File: src/rtl/scb_pkg.sv
`default_nettype none
// ----------------------------------------------------------------------------
// Chunk boundary scanner package
// Shared types, character codes, register indexes and limits.
// ----------------------------------------------------------------------------
package scb_pkg;

   localparam int POSITION_BITS_DEFAULT = 32;
   localparam int QUEUE_DEPTH = 2;

   localparam int CSR_INDEX_BITS = 4;
   localparam int CSR_DATA_BITS = 32;
   localparam logic [CSR_INDEX_BITS-1:0] CSR_TEXT_LENGTH = CSR_INDEX_BITS'(0);
   localparam logic [CSR_INDEX_BITS-1:0] CSR_MIN_GAP = CSR_INDEX_BITS'(1);

   localparam logic [15:0] MIN_GAP_RESET = 16'd128;

   localparam logic [7:0] CHAR_HASH = 8'h23;
   localparam logic [7:0] CHAR_OPEN = 8'h7B;
   localparam logic [7:0] CHAR_CLOSE = 8'h7D;
   localparam logic [7:0] CHAR_LF = 8'h0A;
   localparam logic [7:0] CHAR_CR = 8'h0D;
   localparam logic [7:0] CHAR_FF = 8'h0C;

   localparam logic signed [31:0] DEPTH_MAX = 32'sh7FFF_FFFF;
   localparam logic signed [31:0] DEPTH_MIN = 32'sh8000_0000;
   localparam logic [31:0] COUNT_MAX = 32'hFFFF_FFFF;
   localparam logic [1:0] MARKER_TAIL = 2'd2;

   typedef struct packed {
      logic is_hash;
      logic is_break;
      logic is_open;
      logic is_close;
      logic marker_ahead;
   } item_type;

endpackage
`default_nettype wire

File: src/rtl/scb_front.sv
`default_nettype none
// ----------------------------------------------------------------------------
// Chunk boundary scanner front end
// Accepts byte words, classifies them and hands them to the queue.
// ----------------------------------------------------------------------------
module scb_front (
   input  wire logic              clock,
   input  wire logic              reset,
   input  wire logic              req_valid,
   output logic                   req_ready,
   input  wire logic [7:0]        req_byte_value,
   input  wire logic [7:0]        req_next_byte,
   input  wire logic [7:0]        req_after_next_byte,
   output logic                   out_valid,
   input  wire logic              out_ready,
   output scb_pkg::item_type      out_item
);
   import scb_pkg::*;

   logic     valid_ff;
   logic     valid_in;
   item_type item_ff;
   item_type item_in;
   logic     accept;

   assign req_ready = !valid_ff || out_ready;
   assign accept = req_valid && req_ready;
   assign valid_in = accept || (valid_ff && !out_ready);

   always_comb begin
      item_in.is_hash = (req_byte_value == CHAR_HASH);
      item_in.is_break = (req_byte_value == CHAR_LF) || (req_byte_value == CHAR_CR) ||
                         (req_byte_value == CHAR_FF);
      item_in.is_open = (req_byte_value == CHAR_OPEN);
      item_in.is_close = (req_byte_value == CHAR_CLOSE);
      item_in.marker_ahead = (req_next_byte == CHAR_HASH) &&
                             (req_after_next_byte == CHAR_HASH);
   end

   always_ff @(posedge clock) begin
      if (reset) begin
         valid_ff <= 1'b0;
      end else begin
         valid_ff <= valid_in;
      end
   end

   always_ff @(posedge clock) begin
      if (accept) begin
         item_ff <= item_in;
      end
   end

   assign out_valid = valid_ff;
   assign out_item = item_ff;

endmodule
`default_nettype wire

File: src/rtl/scb_queue.sv
`default_nettype none
// ----------------------------------------------------------------------------
// Chunk boundary scanner queue
// Short first-in first-out buffer of classified words between the two halves.
// ----------------------------------------------------------------------------
module scb_queue (
   input  wire logic              clock,
   input  wire logic              reset,
   input  wire logic              in_valid,
   output logic                   in_ready,
   input  wire scb_pkg::item_type in_item,
   output logic                   out_valid,
   input  wire logic              out_ready,
   output scb_pkg::item_type      out_item
);
   import scb_pkg::*;

   localparam int AddrBits = (QUEUE_DEPTH > 1) ? $clog2(QUEUE_DEPTH) : 1;
   localparam int CountBits = $clog2(QUEUE_DEPTH + 1);
   localparam logic [AddrBits-1:0] LastAddr = AddrBits'(QUEUE_DEPTH - 1);
   localparam logic [CountBits-1:0] FullCount = CountBits'(QUEUE_DEPTH);

   item_type             entries_ff [QUEUE_DEPTH];
   logic [AddrBits-1:0]  wr_ptr_ff;
   logic [AddrBits-1:0]  wr_ptr_in;
   logic [AddrBits-1:0]  rd_ptr_ff;
   logic [AddrBits-1:0]  rd_ptr_in;
   logic [CountBits-1:0] count_ff;
   logic [CountBits-1:0] count_in;
   logic                 push;
   logic                 pop;

   assign in_ready = (count_ff != FullCount);
   assign out_valid = (count_ff != '0);
   assign push = in_valid && in_ready;
   assign pop = out_valid && out_ready;
   assign out_item = entries_ff[rd_ptr_ff];

   always_comb begin
      wr_ptr_in = wr_ptr_ff;
      rd_ptr_in = rd_ptr_ff;
      count_in = count_ff;
      if (push) begin
         wr_ptr_in = (wr_ptr_ff == LastAddr) ? '0 : wr_ptr_ff + AddrBits'(1);
      end
      if (pop) begin
         rd_ptr_in = (rd_ptr_ff == LastAddr) ? '0 : rd_ptr_ff + AddrBits'(1);
      end
      if (push && !pop) begin
         count_in = count_ff + CountBits'(1);
      end else if (pop && !push) begin
         count_in = count_ff - CountBits'(1);
      end
   end

   always_ff @(posedge clock) begin
      if (reset) begin
         wr_ptr_ff <= '0;
         rd_ptr_ff <= '0;
         count_ff <= '0;
      end else begin
         wr_ptr_ff <= wr_ptr_in;
         rd_ptr_ff <= rd_ptr_in;
         count_ff <= count_in;
      end
   end

   always_ff @(posedge clock) begin
      if (push) begin
         entries_ff[wr_ptr_ff] <= in_item;
      end
   end

endmodule
`default_nettype wire

File: src/rtl/scb_back.sv
`default_nettype none
// ----------------------------------------------------------------------------
// Chunk boundary scanner back end
// Keeps the comment, brace and counter state, decides cuts, registers results.
// ----------------------------------------------------------------------------
module scb_back #(
   parameter int POSITION_BITS = scb_pkg::POSITION_BITS_DEFAULT
) (
   input  wire logic              clock,
   input  wire logic              reset,
   input  wire logic              in_valid,
   output logic                   in_ready,
   input  wire scb_pkg::item_type in_item,
   input  wire logic [31:0]       text_length,
   input  wire logic [15:0]       min_gap,
   output logic                   rsp_valid,
   input  wire logic              rsp_ready,
   output logic                   rsp_cut_here,
   output logic [31:0]            rsp_lines_seen,
   output logic [31:0]            rsp_chunks_seen,
   output logic                   rsp_final_byte
);
   import scb_pkg::*;

   localparam int WideBits = (POSITION_BITS > 32) ? POSITION_BITS : 32;
   localparam int CmpBits = WideBits + 1;

   logic [POSITION_BITS-1:0] position_ff;
   logic [POSITION_BITS-1:0] position_in;
   logic [POSITION_BITS-1:0] chunk_start_ff;
   logic [POSITION_BITS-1:0] chunk_start_in;
   logic signed [31:0]       brace_depth_ff;
   logic signed [31:0]       brace_depth_in;
   logic                     prev_break_ff;
   logic                     prev_break_in;
   logic                     line_open_ff;
   logic                     line_open_in;
   logic                     block_open_ff;
   logic                     block_open_in;
   logic [1:0]               skip_ff;
   logic [1:0]               skip_in;
   logic [31:0]              line_total_ff;
   logic [31:0]              line_total_in;
   logic [31:0]              chunk_total_ff;
   logic [31:0]              chunk_total_in;

   logic                     rsp_valid_ff;
   logic                     rsp_valid_in;
   logic                     rsp_cut_ff;
   logic [31:0]              rsp_lines_ff;
   logic [31:0]              rsp_chunks_ff;
   logic                     rsp_final_ff;

   logic                     take;
   logic                     cut;
   logic [POSITION_BITS-1:0] position_next;
   logic [CmpBits-1:0]       pos_x;
   logic [CmpBits-1:0]       start_x;
   logic [CmpBits-1:0]       length_x;
   logic [CmpBits-1:0]       gap_x;
   logic                     room_marker;
   logic                     long_enough;
   logic                     room_left;
   logic                     final_b;

   assign in_ready = !rsp_valid_ff || rsp_ready;
   assign take = in_valid && in_ready;

   assign pos_x = {{(CmpBits - POSITION_BITS){1'b0}}, position_ff};
   assign start_x = {{(CmpBits - POSITION_BITS){1'b0}}, chunk_start_ff};
   assign length_x = {{(CmpBits - 32){1'b0}}, text_length};
   assign gap_x = {{(CmpBits - 16){1'b0}}, min_gap};

   assign room_marker = (pos_x + CmpBits'(2)) < length_x;
   assign long_enough = pos_x > (start_x + gap_x);
   assign room_left = (pos_x + gap_x) < length_x;
   assign final_b = (text_length != '0) && (pos_x == (length_x - CmpBits'(1)));
   assign position_next = position_ff + POSITION_BITS'(1);

   always_comb begin
      position_in = position_ff;
      chunk_start_in = chunk_start_ff;
      brace_depth_in = brace_depth_ff;
      prev_break_in = prev_break_ff;
      line_open_in = line_open_ff;
      block_open_in = block_open_ff;
      skip_in = skip_ff;
      line_total_in = line_total_ff;
      chunk_total_in = chunk_total_ff;
      cut = 1'b0;
      if (take) begin
         prev_break_in = in_item.is_break;
         position_in = position_next;
         if (skip_ff != '0) begin
            skip_in = skip_ff - 2'd1;
         end else if (in_item.is_hash) begin
            if (!line_open_ff && room_marker && in_item.marker_ahead) begin
               block_open_in = !block_open_ff;
               skip_in = MARKER_TAIL;
            end else begin
               line_open_in = 1'b1;
            end
         end else if (in_item.is_break) begin
            if (line_total_ff != COUNT_MAX) begin
               line_total_in = line_total_ff + 32'd1;
            end
            line_open_in = 1'b0;
            if ((brace_depth_ff == '0) && !block_open_ff && prev_break_ff &&
                long_enough && room_left) begin
               cut = 1'b1;
               chunk_start_in = position_next;
               if (chunk_total_ff != COUNT_MAX) begin
                  chunk_total_in = chunk_total_ff + 32'd1;
               end
            end
         end else if (!line_open_ff && !block_open_ff) begin
            if (in_item.is_open && (brace_depth_ff != DEPTH_MAX)) begin
               brace_depth_in = brace_depth_ff + 32'sd1;
            end else if (in_item.is_close && (brace_depth_ff != DEPTH_MIN)) begin
               brace_depth_in = brace_depth_ff - 32'sd1;
            end
         end
      end
   end

   assign rsp_valid_in = take || (rsp_valid_ff && !rsp_ready);

   always_ff @(posedge clock) begin
      if (reset) begin
         position_ff <= '0;
         chunk_start_ff <= '0;
         brace_depth_ff <= '0;
         prev_break_ff <= 1'b0;
         line_open_ff <= 1'b0;
         block_open_ff <= 1'b0;
         skip_ff <= '0;
         line_total_ff <= '0;
         chunk_total_ff <= 32'd1;
         rsp_valid_ff <= 1'b0;
      end else begin
         position_ff <= position_in;
         chunk_start_ff <= chunk_start_in;
         brace_depth_ff <= brace_depth_in;
         prev_break_ff <= prev_break_in;
         line_open_ff <= line_open_in;
         block_open_ff <= block_open_in;
         skip_ff <= skip_in;
         line_total_ff <= line_total_in;
         chunk_total_ff <= chunk_total_in;
         rsp_valid_ff <= rsp_valid_in;
      end
   end

   always_ff @(posedge clock) begin
      if (take) begin
         rsp_cut_ff <= cut;
         rsp_lines_ff <= line_total_in;
         rsp_chunks_ff <= chunk_total_in;
         rsp_final_ff <= final_b;
      end
   end

   assign rsp_valid = rsp_valid_ff;
   assign rsp_cut_here = rsp_cut_ff;
   assign rsp_lines_seen = rsp_lines_ff;
   assign rsp_chunks_seen = rsp_chunks_ff;
   assign rsp_final_byte = rsp_final_ff;

endmodule
`default_nettype wire

File: src/rtl/source_chunk_boundary_scanner.sv
`default_nettype none
// ----------------------------------------------------------------------------
// Source chunk boundary scanner
// Scans text bytes with two lookahead bytes and marks line breaks that end a
// chunk, reporting running line and chunk counts for every byte.
//
// Usage:
// The request channel (req_) takes one word per text byte: the byte and the
// two bytes that follow it. The response channel (rsp_) returns one word per
// request word, in order. The csr_ channel writes text_length (index 0) and
// min_gap (index 1); it is always ready, and the user must write it only
// while idle, as the block does not enforce this. A response word passes
// through the front register, the queue and the back end's response register.
// Throughput is one byte per cycle while the receiver does not stall. A front
// register and a two-entry queue decouple the front end from the back end, so
// up to four words are absorbed while the receiver stalls before req_ready
// drops. Synchronous reset clears all scan state and counters (chunk count to
// one) and restores the default register values (text_length 0, min_gap 128).
// ----------------------------------------------------------------------------
module source_chunk_boundary_scanner #(
   parameter int POSITION_BITS = scb_pkg::POSITION_BITS_DEFAULT
) (
   input  wire logic                               clock,
   input  wire logic                               reset,
   input  wire logic                               req_valid,
   output logic                                    req_ready,
   input  wire logic [7:0]                         req_byte_value,
   input  wire logic [7:0]                         req_next_byte,
   input  wire logic [7:0]                         req_after_next_byte,
   output logic                                    rsp_valid,
   input  wire logic                               rsp_ready,
   output logic                                    rsp_cut_here,
   output logic [31:0]                             rsp_lines_seen,
   output logic [31:0]                             rsp_chunks_seen,
   output logic                                    rsp_final_byte,
   input  wire logic                               csr_valid,
   output logic                                    csr_ready,
   input  wire logic [scb_pkg::CSR_INDEX_BITS-1:0] csr_index,
   input  wire logic [scb_pkg::CSR_DATA_BITS-1:0]  csr_wdata
);
   import scb_pkg::*;

   logic [31:0] text_length_ff;
   logic [15:0] min_gap_ff;
   logic        csr_write;
   logic        front_valid;
   logic        front_ready;
   item_type    front_item;
   logic        q_valid;
   logic        q_ready;
   item_type    q_item;

   assign csr_ready = 1'b1;
   assign csr_write = csr_valid && csr_ready;

   always_ff @(posedge clock) begin
      if (reset) begin
         text_length_ff <= '0;
         min_gap_ff <= MIN_GAP_RESET;
      end else if (csr_write) begin
         unique case (csr_index)
            CSR_TEXT_LENGTH: text_length_ff <= csr_wdata[31:0];
            CSR_MIN_GAP:     min_gap_ff <= csr_wdata[15:0];
            default: begin
            end
         endcase
      end
   end

   scb_front u_front (
      .clock               (clock),
      .reset               (reset),
      .req_valid           (req_valid),
      .req_ready           (req_ready),
      .req_byte_value      (req_byte_value),
      .req_next_byte       (req_next_byte),
      .req_after_next_byte (req_after_next_byte),
      .out_valid           (front_valid),
      .out_ready           (front_ready),
      .out_item            (front_item)
   );

   scb_queue u_queue (
      .clock     (clock),
      .reset     (reset),
      .in_valid  (front_valid),
      .in_ready  (front_ready),
      .in_item   (front_item),
      .out_valid (q_valid),
      .out_ready (q_ready),
      .out_item  (q_item)
   );

   scb_back #(
      .POSITION_BITS (POSITION_BITS)
   ) u_back (
      .clock           (clock),
      .reset           (reset),
      .in_valid        (q_valid),
      .in_ready        (q_ready),
      .in_item         (q_item),
      .text_length     (text_length_ff),
      .min_gap         (min_gap_ff),
      .rsp_valid       (rsp_valid),
      .rsp_ready       (rsp_ready),
      .rsp_cut_here    (rsp_cut_here),
      .rsp_lines_seen  (rsp_lines_seen),
      .rsp_chunks_seen (rsp_chunks_seen),
      .rsp_final_byte  (rsp_final_byte)
   );

`ifndef SYNTHESIS
   a_take_gives_word: assert property (@(posedge clock) disable iff (reset)
      (q_valid && q_ready) |=> rsp_valid)
      else $error("back end took a word but no response followed");

   a_cut_counts_line: assert property (@(posedge clock) disable iff (reset)
      (rsp_valid && rsp_cut_here) |-> (rsp_lines_seen != '0))
      else $error("cut reported with no line break counted");

   a_chunks_nonzero: assert property (@(posedge clock) disable iff (reset)
      rsp_valid |-> (rsp_chunks_seen != '0))
      else $error("chunk count dropped to zero");
`endif

endmodule
`default_nettype wire

File: config.mk
export PLATFORM = sky130hd
export DESIGN_NAME = source_chunk_boundary_scanner
export DESIGN_NICKNAME = d
export VERILOG_FILES = /design/src/rtl/scb_pkg.sv /design/src/rtl/scb_front.sv /design/src/rtl/scb_queue.sv /design/src/rtl/scb_back.sv /design/src/rtl/source_chunk_boundary_scanner.sv
export SDC_FILE = /design/constraint.sdc
export NUM_CORES = 1
export LEC_CHECK = 0
export ABC_CLOCK_PERIOD_IN_PS = 9700
export BUFFER_PORTS_ARGS = -buffer_cell sky130_fd_sc_hd__buf_2
export CORE_MARGIN = 2
export CORE_UTILIZATION = 60
export DETAILED_ROUTE_END_ITERATION = 10
export PLACE_DENSITY = 0.79
export SYNTH_ARGS = -nofsm -noshare
export SYNTH_HDL_FRONTEND = slang
export SYNTH_SLANG_ARGS = --single-unit
File: constraint.sdc
create_clock -name clock -period 9.7 [get_ports clock]
set_input_delay 2.91 -clock clock [delete_from_list [all_inputs] [get_ports clock]]
set_output_delay 2.91 -clock clock [all_outputs]
set_load 0.02 [all_outputs]
==> flow_metrics.py <==
metrics = {
    "run_status": {
        "outcome": "completed",
    },
    "cts": {
        "clkSinkCount": 301,
        "clk_pin_slew_worst_paths_ns": 0.06,
        "cts-htree-levels": 2,
        "cts_resized": 0,
        "clock_tree_from_tritoncts": "done",
        "cts_setup_buffers": 0,
        "clk-insertion-delay-late_ns": 0.54,
        "tritoncts.num_buffers": 35,
        "cts_buffer_depth": 3,
        "cts_hold_repair.buffers": 0,
        "ctsRootBufferMaster": "sky130_fd_sc_hd__clkbuf_16",
    },
    "worst_setup_path": {
        "worst-setup-path-type": "reg -> reg",
        "timing.rr.end": "u_back.chunk_total_ff[13]$_SDFF_PP0_",
        "critPathArrivalTime_ns": 6.76,
        "r2r_cells": 20,
        "critical_path.endpoint_type": "flip-flop",
        "worstPathRequired_ns": 10.11,
        "worstPathMaxFanout": 47,
        "startpoint": "min_gap_ff[1]$_SDFFE_PP0P_",
        "startpoint_type": "flip-flop",
        "setup.reg_to_reg.worst_slack_ns": 3.35,
        "worst_r2r_startpoint": "min_gap_ff[1]$_SDFFE_PP0P_",
    },
    "logic_synthesis": {
        "dominantRegCellSynth": "sky130_fd_sc_hd__dfxtp_1",
        "synth_nets": 2496,
        "yosysTopAreaCellShare_pct": 22.49,
        "synth-seq-area-share_pct": 34.92,
        "post_synth_main_area_contributors": "sky130_fd_sc_hd__dfxtp_1 22%, sky130_fd_sc_hd__edfxtp_1 12%, sky130_fd_sc_hd__ha_1 11%, sky130_fd_sc_hd__xnor2_1 6.8%, sky130_fd_sc_hd__xor2_1 5.5%",
        "asyncSetResetFlopFracSynth_pct": 0,
        "syn_avg_cell_area_sq_um": 8.652,
        "postSynthRegisterBits": 301,
        "netlist.top_cell.by_area": "sky130_fd_sc_hd__dfxtp_1",
        "count_of_distinct_cell_types_in_the_synthesized_netlist": 81,
        "yosysWarnings": 0,
        "post_synth_instance_area_sq_um": 19580,
        "synth_edf_count": 81,
        "synthesized_netlist_cell_count": 2263,
    },
    "final_layout": {
        "final_nets": 2573,
        "layout-area-overhead-vs-synth_pct": 10.95,
        "drive_above_1_share_pct": 9.801,
        "final_core_utilization_pct": 67.10,
    },
    "job": {
        "max-cap-violations": 0,
    },
    "global_routing": {
        "busiest_layer": "met2",
        "grt.overflow.total": 0,
        "first_global_vias": 16020,
        "grt_max_degree": 134,
        "gr-usage-met2_pct": 50.78,
        "initial_antenna_violation_count": 2,
        "globalRouteMet1Util_pct": 35.72,
        "met3_usage_pct": 4.011,
        "globalRouteTotalUtil_pct": 28.62,
        "global_route_wire_length_before_repair_mm": 79.28,
    },
    "timing": {
        "timing.slew.headroom_pct": 23.36,
        "layout_min_cycle_time_ns": 6.350,
        "fin_setup_tns_ns": 0,
        "report.final.setup_viol": 0,
        "hold_viol": 0,
        "final_max_slew_viol_count": 0,
        "post-route-period-util_pct": 65.47,
        "tightest_slew_ns": 1.150,
        "achievable-frequency_mhz": 157.5,
        "worst_clock_skew_ns": 0.02853,
        "hold_ws_ns": 0.4507,
        "grt_setup_unrepaired": "no",
    },
    "floorplan": {
        "die_h_um": 184.6,
        "die-area_sq_um": 34090,
        "io_pins": 134,
        "chipWidth_um": 184.6,
        "design.core.area_sq_um": 32370,
        "rows": 66,
        "start_util_pct": 60.48,
    },
    "pwr": {
        "p_sw_share_pct": 32.16,
        "power.ir.vdd_worst_v": 0.0002122,
        "comb_power_share_pct": 24.6,
        "power.sequential.fraction_pct": 40.0,
        "pwr-share-clk_pct": 35.4,
        "power.density_nw_per_um2": 179.1,
        "p_leak_nw": 9.387,
        "power_switching_mw": 1.251,
        "internal_power_mw": 2.639,
    },
    "min_path": {
        "worstHoldStart": "u_front.out_item[2]$_DFFE_PP_",
        "timing.hold.worst.class": "reg -> reg",
        "worst_hold_path.num_cells": 0,
        "endpoint_of_the_worst_hold_timing_path": "u_queue.entries_ff[0][2]$_DFFE_PP_",
    },
    "route": {
        "avgRoutedWirePerCell_um": 17.43,
        "antenna_violating_nets_post_route": 0,
        "via_count": 16790,
        "dr.pass1.iters": 5,
        "drt_iter0_drc": 1075,
        "routed_wirelength_mm": 49.01,
        "route.detailed.drc": 0,
        "routed_via_density": 5.974,
    },
    "placed_design": {
        "dp_hpwl_mm": 35.30,
        "final_weighted_congestion_of_routability_driven_global_placement": 1.006,
        "place.port_buffers": 132,
    },
}
-- state kept, by name, summed over array words and instances (netlist names), 32 cells and up, named ones only --
register,count
u_back.line_total_ff,32
text_length_ff,32
u_back.position_ff,32
u_back.brace_depth_ff,32
u_back.rsp_lines_seen,32
u_back.rsp_chunks_seen,32
u_back.chunk_total_ff,32
u_back.chunk_start_ff,32
-- power groups by stage --
stage / Clock, mW / Combinational (mW) / Sequential, mW
floorplan: 0 / 0.571 / 1.68
global placement: 0 / 0.924 / 1.58
detailed placement: 0 / 0.950 / 1.58
CTS: 1.40 / 0.955 / 1.56
global route: 1.44 / 1.05 / 1.57
finish: 1.38 / 0.958 / 1.56
-- synth_stat cells (22+ instances only) --
cell and instances:
sky130_fd_sc_hd__nand3_1 67, sky130_fd_sc_hd__nor2b_1 41, sky130_fd_sc_hd__nor3_1 48, sky130_fd_sc_hd__and3_1 39
sky130_fd_sc_hd__nand2_1 246, sky130_fd_sc_hd__edfxtp_1 81, sky130_fd_sc_hd__a21oi_1 169, sky130_fd_sc_hd__or3_1 22
sky130_fd_sc_hd__nand4_1 68, sky130_fd_sc_hd__nor2_1 215, sky130_fd_sc_hd__xor2_1 123, sky130_fd_sc_hd__a21o_1 59
sky130_fd_sc_hd__o21ai_0 53, sky130_fd_sc_hd__and2_1 42, sky130_fd_sc_hd__xnor2_1 151, sky130_fd_sc_hd__mux2i_1 32
sky130_fd_sc_hd__ha_1 165, sky130_fd_sc_hd__dfxtp_1 220, sky130_fd_sc_hd__clkbuf_1 79, sky130_fd_sc_hd__nor4_1 22
sky130_fd_sc_hd__inv_1 67
-- routing by layer --
layer | share of wire (%) | vias to the layer above
met3 | 6.2 | 104
li1 | - | 8145
met2 | 48 | 525
met4 | 2.9 | 0
met1 | 43 | 8018
met5 | 0 | -
-- layout by cell type, fill, tap and decap left out, drive strengths merged, types with 67 or more instances in the layout --
master	instances
buf	145
a21oi	169
nand3	67
nor2	215
xnor2	151
nand4	68
xor2	123
nand2	248
inv	67
ha	165
dfxtp	220
edfxtp	81
-- critical path, cell delays in order (launching register included) --
cell	delay [ns]
sky130_fd_sc_hd__dfxtp_1	0.50
sky130_fd_sc_hd__ha_1	0.30
sky130_fd_sc_hd__a21o_1	0.16
sky130_fd_sc_hd__a21oi_1	0.22
sky130_fd_sc_hd__o21bai_1	0.10
sky130_fd_sc_hd__a21oi_1	0.24
sky130_fd_sc_hd__o21bai_1	0.15
sky130_fd_sc_hd__a211o_1	0.29
sky130_fd_sc_hd__a31oi_1	0.63
sky130_fd_sc_hd__nand3b_1	0.21
sky130_fd_sc_hd__xor2_1	0.09
sky130_fd_sc_hd__ha_1	0.30
sky130_fd_sc_hd__nand4_1	0.17
sky130_fd_sc_hd__nor4_1	0.67
sky130_fd_sc_hd__nand2_1	0.11
sky130_fd_sc_hd__a31oi_1	0.33
sky130_fd_sc_hd__o31ai_1	0.20
sky130_fd_sc_hd__a2111o_1	0.41
sky130_fd_sc_hd__buf_4	0.31
sky130_fd_sc_hd__nor3b_1	0.47
sky130_fd_sc_hd__mux2_2	0.39
-- how the worst max path moves through the flow --
stage	slack [ns]	to
finish	3.35	u_back.chunk_total_ff[13]$_SDFF_PP0_
global route	3.00	u_back.chunk_total_ff[13]$_SDFF_PP0_
CTS	3.46	u_back.chunk_total_ff[13]$_SDFF_PP0_
detailed placement	3.53	u_back.chunk_total_ff[13]$_SDFF_PP0_
global placement	3.72	u_back.chunk_total_ff[13]$_SDFF_PP0_
floorplan	3.53	u_back.position_ff[12]$_SDFFE_PP0P_
-- cell families after synthesis --
kind of cell               synth area share [%]
DFF                                       34.92
muxes                                     3.361
buffers and inverters                     3.444
AOI/OAI and AO/OA                         12.15
other                                   0.01915
xor gates and xnor gates                  12.26
adders and majority gates                 10.85
and+or+nand+nor                           22.99
-- through the flow --
| stage | cells | instance area [sq um] | setup slack, ns | power (mW) |
|---|---|---|---|---|
| final | 2811 | 21720 | 3.350 | 3.890 |
| after global routing | 2811 | 21720 | 3.002 | 4.071 |
| after CTS | 2809 | 21720 | 3.463 | 3.907 |
| after detailed placement | 2745 | 20510 | 3.530 | 2.533 |
| after global placement | 2745 | 20510 | 3.719 | 2.503 |
| after floorplan | 2263 | 19580 | 3.533 | 2.251 |
-- area by class of cell --
cell class / count / area (sq um)
antenna: 2 / 5.005
clock buffer: 49 / 958.4
clock inverter: 15 / 247.7
fill: 2749 / 10650
inverter: 67 / 252.7
multi-input combinational: 1790 / 12100
sequential: 301 / 6837
tap: 442 / 553.0
timing repair buffer: 145 / 764.5
Note: power is estimated with default switching activity, not from simulation.
